### src/hw/rtl/detection_marker_tracker_defines.svh
// Assertion macros for the marker tracker
`ifndef DETECTION_MARKER_TRACKER_DEFINES_SVH
`define DETECTION_MARKER_TRACKER_DEFINES_SVH
`ifndef NO_ASSERTIONS
`define DMT_ASSERT_IMP(label, clk, rstn, ante, cons) \
    label: assert property (@(posedge clk) disable iff (!rstn) (ante) |-> (cons)) \
        else $error("marker tracker assertion failed");
`define DMT_ASSERT_NXT(label, clk, rstn, ante, cons) \
    label: assert property (@(posedge clk) disable iff (!rstn) (ante) |=> (cons)) \
        else $error("marker tracker assertion failed");
`else
`define DMT_ASSERT_IMP(label, clk, rstn, ante, cons)
`define DMT_ASSERT_NXT(label, clk, rstn, ante, cons)
`endif
`endif

### src/hw/rtl/dmt_pkg.sv
// Shared constants and types for the marker tracker
package dmt_pkg;

    localparam int MARKER_SLOTS_DEF = 16;

    localparam int COORD_W    = 12;
    localparam int CENTER_W   = 13;
    localparam int RAD_W      = 12;
    localparam int LIFE_W     = 9;
    localparam int CNT_W      = 16;
    localparam int STATUS_W   = 3;
    localparam int ID_W       = 5;
    localparam int FUNC_W     = 2;
    localparam int TOL_W      = 8;
    localparam int CFG_IDX_W  = 2;
    localparam int CFG_DATA_W = 12;
    localparam int S_TDATA_W  = 48;
    localparam int M_TDATA_W  = 64;
    localparam int M_USED_W   = ID_W + 2 * CENTER_W + RAD_W + CNT_W;
    localparam int DIFF_W     = CENTER_W + 1;
    localparam int PROD_W     = 2 * DIFF_W;
    localparam int SQ_W       = 26;
    localparam int DIST_W     = SQ_W + 1;
    localparam int R2_W       = 2 * RAD_W;

    localparam logic [FUNC_W-1:0] FUNC_FSTART = 2'd0;
    localparam logic [FUNC_W-1:0] FUNC_DET    = 2'd1;
    localparam logic [FUNC_W-1:0] FUNC_FEND   = 2'd2;
    localparam logic [FUNC_W-1:0] FUNC_CLEAR  = 2'd3;

    localparam logic [STATUS_W-1:0] STAT_MATCH   = 3'd0;
    localparam logic [STATUS_W-1:0] STAT_NEW     = 3'd1;
    localparam logic [STATUS_W-1:0] STAT_OUTSIDE = 3'd2;
    localparam logic [STATUS_W-1:0] STAT_FULL    = 3'd3;
    localparam logic [STATUS_W-1:0] STAT_SUMMARY = 3'd4;

    localparam logic [CFG_IDX_W-1:0] CFG_TOL    = 2'd0;
    localparam logic [CFG_IDX_W-1:0] CFG_WIDTH  = 2'd1;
    localparam logic [CFG_IDX_W-1:0] CFG_HEIGHT = 2'd2;

    localparam logic [TOL_W-1:0]   TOL_RST    = 8'd5;
    localparam logic [TOL_W-1:0]   TOL_MIN    = 8'd2;
    localparam logic [COORD_W-1:0] WIDTH_RST  = 12'd640;
    localparam logic [COORD_W-1:0] HEIGHT_RST = 12'd480;

    localparam logic signed [LIFE_W-1:0] LIFE_MIN = 9'sh100;
    localparam logic [ID_W-1:0]          ID_NONE  = 5'h1F;
    localparam logic [CNT_W-1:0]         CNT_MAX  = 16'hFFFF;

    typedef struct packed {
        logic [CENTER_W-1:0]      x;
        logic [CENTER_W-1:0]      y;
        logic signed [LIFE_W-1:0] life;
    } slot_entry_t;

    localparam int SLOT_W = $bits(slot_entry_t);

endpackage

### src/hw/rtl/dmt_ram.sv
// Simple dual-port RAM with registered read
module dmt_ram #(
    parameter int WIDTH = 8,
    parameter int DEPTH = 16
) (
    input  logic                                   aclk,
    input  logic                                   wr_en,
    input  logic [(DEPTH > 1 ? $clog2(DEPTH) : 1)-1:0] wr_addr,
    input  logic [WIDTH-1:0]                       wr_data,
    input  logic                                   rd_en,
    input  logic [(DEPTH > 1 ? $clog2(DEPTH) : 1)-1:0] rd_addr,
    output logic [WIDTH-1:0]                       rd_data
);

    logic [WIDTH-1:0] mem [DEPTH];

    always_ff @(posedge aclk) begin
        if (wr_en) begin
            mem[wr_addr] <= wr_data;
        end
        if (rd_en) begin
            rd_data <= mem[rd_addr];
        end
    end

endmodule

### src/hw/rtl/detection_marker_tracker.sv
// Marker tracker: slot table in RAM, one slot read per cycle, one request at a time
// Detection: PREP, then a SCAN of the slots that stops at the first match, WRITE and DONE,
// which loads the result once the output is free. Frame end scans every slot, then DONE
// loads the summary; frame start scans and ages every valid slot; clear empties the table.
// Slots are walked through the single RAM read port; the next request waits for idle.
// Synchronous active-low reset: config to defaults, all slots empty, count zero.
`include "detection_marker_tracker_defines.svh"

module detection_marker_tracker import dmt_pkg::*; #(
    parameter int MARKER_SLOTS = MARKER_SLOTS_DEF
) (
    input  logic                  aclk,
    input  logic                  aresetn,
    input  logic                  s_tvalid,
    output logic                  s_tready,
    // rect_x[11:0], rect_y[23:12], rect_w[35:24], rect_h[47:36]
    input  logic [S_TDATA_W-1:0]  s_tdata,
    // func[1:0]
    input  logic [FUNC_W-1:0]     s_tuser,
    output logic                  m_tvalid,
    input  logic                  m_tready,
    // marker_id[4:0], center_x[17:5], center_y[30:18], radius[42:31],
    // detection_count[58:43], zero[63:59]
    output logic [M_TDATA_W-1:0]  m_tdata,
    // status[2:0]
    output logic [STATUS_W-1:0]   m_tuser,
    input  logic                  cfg_valid,
    output logic                  cfg_ready,
    input  logic [CFG_IDX_W-1:0]  cfg_index,
    input  logic [CFG_DATA_W-1:0] cfg_data
);

    localparam int IDXW = MARKER_SLOTS > 1 ? $clog2(MARKER_SLOTS) : 1;
    localparam int CNTW = $clog2(MARKER_SLOTS + 1);
    localparam logic [IDXW-1:0] LAST_IDX = IDXW'(MARKER_SLOTS - 1);
    localparam logic [CNTW-1:0] SLOT_CNT = CNTW'(MARKER_SLOTS);

    localparam logic [2:0] S_IDLE  = 3'd0;
    localparam logic [2:0] S_PREP  = 3'd1;
    localparam logic [2:0] S_SCAN  = 3'd2;
    localparam logic [2:0] S_WRITE = 3'd3;
    localparam logic [2:0] S_DONE  = 3'd4;

    // control
    logic [2:0]              state_reg, state_next;
    logic [FUNC_W-1:0]       op_reg, op_next;
    logic [CNTW-1:0]         cnt_reg, cnt_next;
    logic                    p1_vld_reg, p1_vld_next;
    logic                    p2_vld_reg, p2_vld_next;
    logic                    match_reg, match_next;
    logic                    free_found_reg, free_found_next;
    logic [MARKER_SLOTS-1:0] valid_reg, valid_next;
    logic [CNT_W-1:0]        det_count_reg, det_count_next;
    logic [TOL_W-1:0]        tol_reg, tol_next;
    logic [COORD_W-1:0]      iw_reg, iw_next;
    logic [COORD_W-1:0]      ih_reg, ih_next;
    logic                    m_tvalid_reg, m_tvalid_next;

    // payload
    logic [CENTER_W-1:0]     cx_reg, cy_reg;
    logic [RAD_W-1:0]        rad_reg;
    logic [R2_W-1:0]         r2_reg;
    logic [IDXW-1:0]         p1_idx_reg, p2_idx_reg, match_idx_reg, free_idx_reg;
    logic                    p1_sv_reg, p2_sv_reg;
    logic [SQ_W-1:0]         sqx_reg, sqy_reg;
    logic [STATUS_W-1:0]     res_status_reg;
    logic [ID_W-1:0]         res_id_reg;
    logic [STATUS_W-1:0]     m_status_reg;
    logic [ID_W-1:0]         m_id_reg;
    logic [CENTER_W-1:0]     m_cx_reg, m_cy_reg;
    logic [RAD_W-1:0]        m_rad_reg;
    logic [CNT_W-1:0]        m_cnt_reg;

    // input fields and rounding
    logic [COORD_W-1:0]  in_x, in_y, in_w, in_h;
    logic [DIFF_W-1:0]   sum_x, sum_y;
    logic [CENTER_W-1:0] half_x, half_y, cx_calc, cy_calc;
    logic [CENTER_W-1:0] wh_sum;
    logic [RAD_W-2:0]    quarter;
    logic                rad_up;
    logic [RAD_W-1:0]    rad_calc;

    // slot memory
    logic                wr_en, rd_en;
    logic [IDXW-1:0]     wr_addr, cnt_idx;
    slot_entry_t         wr_entry, rd_entry;
    logic [SLOT_W-1:0]   rd_data;

    // distance path
    logic signed [DIFF_W-1:0]    dx, dy;
    logic signed [PROD_W-1:0]    prod_x, prod_y;
    logic signed [LIFE_W-1:0]    life_dec;
    logic [DIST_W-1:0]           dist_sq;
    logic                        hit, outside, issue, load_out;

    assign in_x = s_tdata[11:0];
    assign in_y = s_tdata[23:12];
    assign in_w = s_tdata[35:24];
    assign in_h = s_tdata[47:36];

    assign sum_x   = {1'b0, in_x, 1'b0} + DIFF_W'(in_w);
    assign sum_y   = {1'b0, in_y, 1'b0} + DIFF_W'(in_h);
    assign half_x  = sum_x[DIFF_W-1:1];
    assign half_y  = sum_y[DIFF_W-1:1];
    assign cx_calc = half_x + CENTER_W'(sum_x[0] & half_x[0]);
    assign cy_calc = half_y + CENTER_W'(sum_y[0] & half_y[0]);

    assign wh_sum   = CENTER_W'(in_w) + CENTER_W'(in_h);
    assign quarter  = wh_sum[CENTER_W-1:2];
    assign rad_up   = (wh_sum[1:0] == 2'd3) || (wh_sum[1:0] == 2'd2 && quarter[0]);
    assign rad_calc = {1'b0, quarter} + RAD_W'(rad_up);

    assign cnt_idx  = cnt_reg[IDXW-1:0];
    assign issue    = (state_reg == S_SCAN) && (cnt_reg < SLOT_CNT);
    assign rd_en    = issue;
    assign rd_entry = slot_entry_t'(rd_data);

    assign dx       = $signed({1'b0, cx_reg}) - $signed({1'b0, rd_entry.x});
    assign dy       = $signed({1'b0, cy_reg}) - $signed({1'b0, rd_entry.y});
    assign prod_x   = dx * dx;
    assign prod_y   = dy * dy;
    assign life_dec = (rd_entry.life == LIFE_MIN) ? rd_entry.life : rd_entry.life - 9'sd1;

    assign dist_sq = {1'b0, sqx_reg} + {1'b0, sqy_reg};
    assign hit     = p2_vld_reg && p2_sv_reg && (dist_sq <= DIST_W'(r2_reg));
    assign outside = ({1'b0, iw_reg} < cx_reg) || ({1'b0, ih_reg} < cy_reg);

    assign load_out = (state_reg == S_DONE) && (!m_tvalid_reg || m_tready);

    always_comb begin
        if (state_reg == S_WRITE) begin
            wr_en         = match_reg || (!outside && free_found_reg);
            wr_addr       = match_reg ? match_idx_reg : free_idx_reg;
            wr_entry.x    = cx_reg;
            wr_entry.y    = cy_reg;
            wr_entry.life = $signed({1'b0, tol_reg});
        end else begin
            wr_en         = (state_reg == S_SCAN) && (op_reg == FUNC_FSTART) &&
                            p1_vld_reg && p1_sv_reg;
            wr_addr       = p1_idx_reg;
            wr_entry.x    = rd_entry.x;
            wr_entry.y    = rd_entry.y;
            wr_entry.life = life_dec;
        end
    end

    dmt_ram #(
        .WIDTH (SLOT_W),
        .DEPTH (MARKER_SLOTS)
    ) u_slot_ram (
        .aclk    (aclk),
        .wr_en   (wr_en),
        .wr_addr (wr_addr),
        .wr_data (wr_entry),
        .rd_en   (rd_en),
        .rd_addr (cnt_idx),
        .rd_data (rd_data)
    );

    always_comb begin
        state_next      = state_reg;
        op_next         = op_reg;
        cnt_next        = cnt_reg;
        p1_vld_next     = 1'b0;
        p2_vld_next     = 1'b0;
        match_next      = match_reg;
        free_found_next = free_found_reg;
        valid_next      = valid_reg;
        det_count_next  = det_count_reg;
        tol_next        = tol_reg;
        iw_next         = iw_reg;
        ih_next         = ih_reg;
        m_tvalid_next   = m_tvalid_reg;

        if (cfg_valid) begin
            unique case (cfg_index)
                CFG_TOL: begin
                    if (cfg_data[TOL_W-1:0] >= TOL_MIN) begin
                        tol_next = cfg_data[TOL_W-1:0];
                    end
                end
                CFG_WIDTH:  iw_next = cfg_data[COORD_W-1:0];
                CFG_HEIGHT: ih_next = cfg_data[COORD_W-1:0];
                default: ;
            endcase
        end

        if (m_tvalid_reg && m_tready) begin
            m_tvalid_next = 1'b0;
        end

        unique case (state_reg)
            S_IDLE: begin
                if (s_tvalid) begin
                    op_next         = s_tuser;
                    cnt_next        = '0;
                    match_next      = 1'b0;
                    free_found_next = 1'b0;
                    unique case (s_tuser)
                        FUNC_FSTART: begin
                            det_count_next = '0;
                            state_next     = S_SCAN;
                        end
                        FUNC_DET: begin
                            if (det_count_reg != CNT_MAX) begin
                                det_count_next = det_count_reg + 16'd1;
                            end
                            state_next = S_PREP;
                        end
                        FUNC_FEND:  state_next = S_SCAN;
                        FUNC_CLEAR: valid_next = '0;
                        default: ;
                    endcase
                end
            end
            S_PREP: state_next = S_SCAN;
            S_SCAN: begin
                if (issue) begin
                    cnt_next    = cnt_reg + 1'b1;
                    p1_vld_next = 1'b1;
                    if (!valid_reg[cnt_idx] && !free_found_reg) begin
                        free_found_next = 1'b1;
                    end
                end
                p2_vld_next = p1_vld_reg && (op_reg == FUNC_DET);
                if (op_reg == FUNC_FEND && p1_vld_reg && p1_sv_reg && rd_entry.life < 0) begin
                    valid_next[p1_idx_reg] = 1'b0;
                end
                if (op_reg == FUNC_DET) begin
                    if (hit) begin
                        match_next = 1'b1;
                        state_next = S_WRITE;
                    end else if (p2_vld_reg && p2_idx_reg == LAST_IDX) begin
                        state_next = S_WRITE;
                    end
                end else if (p1_vld_reg && p1_idx_reg == LAST_IDX) begin
                    state_next = (op_reg == FUNC_FEND) ? S_DONE : S_IDLE;
                end
            end
            S_WRITE: begin
                if (!match_reg && !outside && free_found_reg) begin
                    valid_next[free_idx_reg] = 1'b1;
                end
                state_next = S_DONE;
            end
            S_DONE: begin
                if (load_out) begin
                    m_tvalid_next = 1'b1;
                    state_next    = S_IDLE;
                end
            end
            default: state_next = S_IDLE;
        endcase
    end

    always_ff @(posedge aclk) begin
        if (!aresetn) begin
            state_reg      <= S_IDLE;
            op_reg         <= FUNC_FSTART;
            cnt_reg        <= '0;
            p1_vld_reg     <= 1'b0;
            p2_vld_reg     <= 1'b0;
            match_reg      <= 1'b0;
            free_found_reg <= 1'b0;
            valid_reg      <= '0;
            det_count_reg  <= '0;
            tol_reg        <= TOL_RST;
            iw_reg         <= WIDTH_RST;
            ih_reg         <= HEIGHT_RST;
            m_tvalid_reg   <= 1'b0;
        end else begin
            state_reg      <= state_next;
            op_reg         <= op_next;
            cnt_reg        <= cnt_next;
            p1_vld_reg     <= p1_vld_next;
            p2_vld_reg     <= p2_vld_next;
            match_reg      <= match_next;
            free_found_reg <= free_found_next;
            valid_reg      <= valid_next;
            det_count_reg  <= det_count_next;
            tol_reg        <= tol_next;
            iw_reg         <= iw_next;
            ih_reg         <= ih_next;
            m_tvalid_reg   <= m_tvalid_next;
        end
    end

    always_ff @(posedge aclk) begin
        if (state_reg == S_IDLE && s_tvalid) begin
            cx_reg  <= cx_calc;
            cy_reg  <= cy_calc;
            rad_reg <= rad_calc;
        end
        if (state_reg == S_PREP) begin
            r2_reg <= rad_reg * rad_reg;
        end
        if (issue) begin
            p1_idx_reg <= cnt_idx;
            p1_sv_reg  <= valid_reg[cnt_idx];
            if (!valid_reg[cnt_idx] && !free_found_reg) begin
                free_idx_reg <= cnt_idx;
            end
        end
        if (p1_vld_reg) begin
            p2_idx_reg <= p1_idx_reg;
            p2_sv_reg  <= p1_sv_reg;
            sqx_reg    <= prod_x[SQ_W-1:0];
            sqy_reg    <= prod_y[SQ_W-1:0];
        end
        if (state_reg == S_SCAN && hit) begin
            match_idx_reg <= p2_idx_reg;
        end
        if (state_reg == S_WRITE) begin
            priority if (match_reg) begin
                res_status_reg <= STAT_MATCH;
                res_id_reg     <= ID_W'(match_idx_reg);
            end else if (outside) begin
                res_status_reg <= STAT_OUTSIDE;
                res_id_reg     <= ID_NONE;
            end else if (free_found_reg) begin
                res_status_reg <= STAT_NEW;
                res_id_reg     <= ID_W'(free_idx_reg);
            end else begin
                res_status_reg <= STAT_FULL;
                res_id_reg     <= ID_NONE;
            end
        end
        if (load_out) begin
            if (op_reg == FUNC_FEND) begin
                m_status_reg <= STAT_SUMMARY;
                m_id_reg     <= ID_NONE;
                m_cx_reg     <= '0;
                m_cy_reg     <= '0;
                m_rad_reg    <= '0;
                m_cnt_reg    <= det_count_reg;
            end else begin
                m_status_reg <= res_status_reg;
                m_id_reg     <= res_id_reg;
                m_cx_reg     <= cx_reg;
                m_cy_reg     <= cy_reg;
                m_rad_reg    <= rad_reg;
                m_cnt_reg    <= '0;
            end
        end
    end

    assign s_tready  = (state_reg == S_IDLE);
    assign cfg_ready = 1'b1;
    assign m_tvalid  = m_tvalid_reg;
    assign m_tuser   = m_status_reg;
    assign m_tdata   = {(M_TDATA_W - M_USED_W)'(0), m_cnt_reg, m_rad_reg, m_cy_reg,
                        m_cx_reg, m_id_reg};

    `DMT_ASSERT_IMP(a_match_slot_valid, aclk, aresetn, state_reg == S_WRITE && match_reg, valid_reg[match_idx_reg])
    `DMT_ASSERT_IMP(a_new_slot_free, aclk, aresetn, state_reg == S_WRITE && !match_reg && free_found_reg, !valid_reg[free_idx_reg])
    `DMT_ASSERT_IMP(a_result_from_done, aclk, aresetn, $rose(m_tvalid_reg), $past(state_reg) == S_DONE)

endmodule
### config.mk
export PLATFORM = sky130hd
export DESIGN_NAME = detection_marker_tracker
export DESIGN_NICKNAME = d
export VERILOG_FILES = /design/src/hw/rtl/dmt_pkg.sv /design/src/hw/rtl/dmt_ram.sv /design/src/hw/rtl/detection_marker_tracker.sv
export VERILOG_INCLUDE_DIRS = /design/src /design/src/hw/rtl
export SDC_FILE = /design/constraint.sdc
export NUM_CORES = 2
export LEC_CHECK = 0
export BUFFER_PORTS_ARGS = -buffer_cell sky130_fd_sc_hd__buf_2
export CELL_PAD_IN_SITES_DETAIL_PLACEMENT = 0
export CELL_PAD_IN_SITES_GLOBAL_PLACEMENT = 1
export CORE_MARGIN = 5
export CORE_UTILIZATION = 40
export CTS_CLUSTER_SIZE = 14
export DETAILED_ROUTE_END_ITERATION = 10
export PLACE_DENSITY_LB_ADDON = 0.25
export SYNTH_ARGS = -nofsm -noshare
export SYNTH_HDL_FRONTEND = slang
export SYNTH_HIERARCHICAL = 1
export SYNTH_SLANG_ARGS = --single-unit
### constraint.sdc
create_clock -name aclk -period 10.2 [get_ports aclk]
set_input_delay 1.02 -clock aclk [delete_from_list [all_inputs] [get_ports aclk]]
set_output_delay 1.02 -clock aclk [all_outputs]
set_load 0.005 [all_outputs]
### After elaboration in Yosys (flattened, before gate mapping)

Memories as Yosys holds them, arrays and structs flattened. A register that Yosys moved wholly into a read port is not among the register bits.
Index checks and enable logic that the tools add are counted.

| storage, ports and cells | value |
|---|---|
| memory bits (read-only) | 0 |
| input bits | 69 |
| bits in writable memories | 560 |
| memories | 1 |
| register bits | 281 |
| bits in latches | 0 |
| output and inout bits | 70 |
| word-level logic and storage cells | 198 |

| cells by class | value |
|---|---|
| divide/modulo/power cells | 0 |
| equality and inequality tests | 30 |
| order comparisons | 11 |
| bitwise logic cells | 5 |
| reductions and logical operators | 53 |
| $mul | 3 |
| multiplexer cells | 48 |
| shift-type cells | 0 |
| add/subtract/negate cells | 12 |

Memory list:

| name | words | bits a word | read ports | clocked after memory_dff | wr ports | line | source |
|---|---|---|---|---|---|---|---|
| u_slot_ram.mem | 16 | 35 | 1 | 1 | 1 | dmt_ram.sv:15 | `logic [WIDTH-1:0] mem [DEPTH];` |

Operators with widths:

| operator | count |
|---|---|
| $mux W16 | 5 |
| $mul A14 B14 Y26 | 2 |
| $pmux W16 S3 | 1 |
| $mux W35 | 1 |
| $pmux W16 S2 | 1 |
| $add A13 B12 Y14 | 2 |
| $sub A13 B13 Y14 | 2 |
| $add A26 B26 Y27 | 1 |
| $le A27 B24 Y1 | 1 |
| $add A13 B1 Y13 | 2 |
| $lt A12 B13 Y1 | 2 |
| $mul A12 B12 Y24 | 1 |
| $logic_and A1 B1 Y1 | 23 |
| $mux W3 | 7 |
| $mux W5 | 4 |
| $add A16 B1 Y16 const B | 1 |
| $and A16 B16 Y16 | 1 |
| $ne A16 B16 Y1 const B | 1 |
| $not A16 Y16 | 1 |
| $or A16 B16 Y16 | 1 |
| $lt A4 B5 Y1 const B | 3 |
| $mux W1 | 15 |
| $pmux W3 S5 | 1 |
| $add A12 B12 Y13 | 1 |
| 39 further kinds | 82 |

### Longest topological paths before layout

| depth | value |
|---|---|
| depth in word-level cells | 8 |
| mapped depth | 36 |

### Hierarchy

The synthesis kept the hierarchy.

Modules (own cells, without submodules):

| module | area each (um^2) | instances | cells each |
|---|---|---|---|
| detection_marker_tracker | 32114.6 | 1 | 3373 |
| dmt_ram | 22404.0 | 1 | 914 |

### Worst setup path after synthesis

No wires, ideal clock.

| timing path | value |
|---|---|
| path kind | register to register |
| from | register u_slot_ram.rd_data[10], read port of u_slot_ram.mem |
| to | register sqy_reg[25], data pin |
| clock period less this slack | 7.918 ns |
| data arrival time | 7.651 ns |
| slack | 2.282 ns |
| stages on the path, launching flop included | 33 |
| cell sequence | edfxtp_1 > inv_1 > ha_1 > nor2b_1 > o31a_1 > or4_1 > a31o_2 > o41ai_4 > o21bai_1 > a21o_1 > buf_2 > clkbuf_1 > nor2_1 > ha_1 > inv_1 > fa_1 > inv_1 > fa_1 > fa_1 > fa_1 > inv_1 > fa_1 > inv_1 > ha_1 > a21o_1 > a21o_1 > a31o_2 > a21oi_1 > nor2_1 > nand2_1 > nand2_1 > a31oi_1 > xnor3_1 |

| on the way | value |
|---|---|
| longest elaborated chain between the ends | 2 |

Ends and longest elaborated chain:

| element | line | source |
|---|---|---|
| start, declared | dmt_ram.sv:12 | `output logic [WIDTH-1:0] rd_data` |
| $sub A13 B13 Y14 | detection_marker_tracker.sv:119 | `assign dy = $signed({1'b0, cy_reg}) - $signed({1'b0, rd_entry.y});` |
| $mul A14 B14 Y26 | detection_marker_tracker.sv:121 | `assign prod_y = dy * dy;` |
| via prod_y[25] | detection_marker_tracker.sv:91 | `logic signed [PROD_W-1:0] prod_x, prod_y;` |
| end signal, assigned | detection_marker_tracker.sv:308 | `sqy_reg <= prod_y[SQ_W-1:0];` |
| end, declared | detection_marker_tracker.sv:65 | `logic [SQ_W-1:0] sqx_reg, sqy_reg;` |

The timed path passes the listed nets, and every way through them passes these cells.
A chain may end at the register's enable or synchronous reset.

### Worst setup path in the final report

| timing path | value |
|---|---|
| from | register cx_reg[0] |
| to | register sqx_reg[25], data pin |

| on the way | value |
|---|---|
| longest elaborated chain between the ends | 2 |

Ends and longest elaborated chain:

| element | line | source |
|---|---|---|
| start, declared | detection_marker_tracker.sv:60 | `logic [CENTER_W-1:0] cx_reg, cy_reg;` |
| start signal, assigned | detection_marker_tracker.sv:290 | `cx_reg <= cx_calc;` |
| $sub A13 B13 Y14 | detection_marker_tracker.sv:118 | `assign dx = $signed({1'b0, cx_reg}) - $signed({1'b0, rd_entry.x});` |
| $mul A14 B14 Y26 | detection_marker_tracker.sv:120 | `assign prod_x = dx * dx;` |
| via prod_x[25] | detection_marker_tracker.sv:91 |  |
| end signal, assigned | detection_marker_tracker.sv:307 | `sqx_reg <= prod_x[SQ_W-1:0];` |
| end, declared | detection_marker_tracker.sv:65 |  |

The timed path passes the listed nets, and every way through them passes these cells.

==> reports/metrics.csv <==
metric;value;unit
status;finished, final reports clean;
clock latency at the later pin of the worst-skew pair;720;ps
Final ANT Viol Nets;0;
# IOs;139;
initial antenna violation count;14;
Starting Density;40.2;%
TritonCTS Buffers;94;
Critical Path AT;9160;ps
Buffers & Inverters on Critical Path;5;
Reg2Reg Depth;29;
Fin. Hold Viols;0;
Critical Path Slowest Stage Cell;fa_1;
worst setup path start;cx_reg[0];
sequential cell area fraction in the yosys report;46.5;%
CTS tree;yes;
clk slew on worst S/H paths;70;ps
fmax;0.115;GHz
Cell Area, Synth;54500;sq um
Hold Path Class;flip-flop to flip-flop;
chip width;379;um
count of input and output buffers;132;
vias in the first global route;34135;
die area;144000;sq um
post-layout net count;5273;
setup bufs post-CTS;0;
top_reg_cell synth;edfxtp_1;
WS Path Type;flip-flop to flip-flop;
DR pass1 iterations;8;
Max Cap Viol;0;
fin. max-slew vios;0;
period utilization;85.3;%
Syn Area/Cell;12.7;sq um
number of synthesized register bits;871;
clk root buf;clkbuf_16;
CP delay by family, top;adder cells;
post-detail-place hpwl;98.2;mm
Final Routed Wirelength;142;mm
Routability Congestion;0.868;
Yosys top cell area share;43.6;%
Largest Register;u_slot_ram/mem;
critical path required time;10660;ps
post-synthesis cell type count;90;
gr ovfl total;0;
Worst path depth;29;
synth warn;6;
FF-to-FF Start;cx_reg[0];
Hold-fix buffers, CTS;0;
total track usage;20.0;%
DR vias/cell;5.24;
fraction of layout cells with a size suffix above 1;11.1;%
Post-synth EDFFs;792;
largest net degree at the start of global routing;109;
hold path depth;0;
clk_skew;64.0;ps
Mapped Cells;4287;
Tightest Pin Transition;1320;ps
wire per inst;22.5;um
placeable core region;135000;sq um
CTS sink count;871;
max reg flops;560;
Die Span Y;379;um
number of DRC markers in iteration 0;2185;
CP Capture Type;flip-flop;
unrepaired setup endpoints after global routing;no;
Bufs on Longest Clock Path;3;
Setup TNS;0;ps
CP startpoint kind;flip-flop;
max_slew headroom;11.3;%
floorplan row count;135;
CP max FO;9;
ys async rst share;0;%
final worst path period need;8700;ps
cell taking the most area after synthesis;edfxtp_1;
most area-consuming cells after synthesis;edfxtp_1, fa_1, ha_1, inv_1, mux4_2;
CP most frequent cell;fa_1;
top flop regs;u_slot_ram/mem (560), u_slot_ram/rd_data (35);
global-route wire length before repair;215;mm
drc violations;0;
number of H-tree levels;3;
routed vias;33263;
hold_sp;p2_idx_reg[0];
Final setup viols;0;
Fin Hold WS;450;ps
post_cts resized;0;
synthesis-to-layout area growth;11.3;%
slowest stage delay, CP;550;ps
## final timing paths
check / endpoint / slack, ps
max: sqx_reg[25] / 1500
min: match_idx_reg[0] / 450
max reg2reg: sqx_reg[25] / 1500
min reg2reg: match_idx_reg[0] / 450
## metrics by stage
| step | std cells | area, sq um | setup WS [ps] | utilization, % |
|---|---|---|---|---|
| finish | 6346 | 60700 | 1500 | 44.8 |
| global route | 6341 | 60700 | 859 | 44.8 |
| CTS | 6339 | 60700 | 1510 | 44.8 |
| detailed placement | 6165 | 57500 | 1460 | 42.5 |
| global placement | 6165 | 57500 | 1690 | 42.5 |
| floorplan | 4295 | 54500 | 2280 | - |
## cell usage in the layout, fill, tap and decap left out, types with 79 or more instances in the layout
master,netlist,layout
mux4_2,88,88
clkbuf_16,0,95
nand2_1,303,302
fa_1,405,405
edfxtp_1,792,792
buf_2,17,132
and2_1,80,79
xnor2_1,130,130
nor2_1,300,285
ha_1,319,319
o21ai_0,89,89
a21oi_1,136,136
inv_1,623,622
xor2_1,80,80
## cell families (layout without fill, tap and decap cells)
family	Yosys count	in the layout	synth area share [%]
DFF	871	871	46.5
AOI/OAI and AO/OA	567	567	7.00
adders and majority gates	724	724	22.2
xor gates and xnor gates	213	213	3.47
other	2	17	0.0138
and+or+nand+nor	992	992	8.50
muxes	159	159	6.64
buffers and inverters	759	1022	5.65
## routing by layer
layer | vias to the layer above | global-route usage, % | wire (um)
li1 | 15383 | - | -
met1 | 17010 | 27.3 | 63100
met2 | 729 | 34.0 | 69700
met3 | 135 | 3.49 | 7500
met4 | 6 | 3.71 | 2230
met5 | - | 0 | 34
## synth_stat cells (all sizes together), types with 24 or more instances
cell / n
edfxtp: 792
inv: 627
fa: 405
ha: 319
nand2: 303
nor2: 300
mux4: 145
a21oi: 138
xnor2: 132
o21ai: 94
and2: 81
xor2: 80
dfxtp: 79
clkbuf: 78
a22oi: 73
nor3: 66
a21o: 63
nand3: 50
buf: 43
nor2b: 40
nand2b: 39
a21boi: 30
o21a: 28
and3: 24
## area by class of cell
type / instances / area [sq um]
inverter: 638 / 2400
timing repair buffer: 210 / 1260
clock inverter: 59 / 641
multi-input combinational: 2665 / 26300
fill: 12542 / 74800
sequential: 871 / 25400
tap: 1781 / 2230
clock buffer: 115 / 2510
antenna: 7 / 17.5
Power is left out: the tool's default activity adds up to more than one toggle a clock period on the data nets, which glitch-free logic cannot reach.
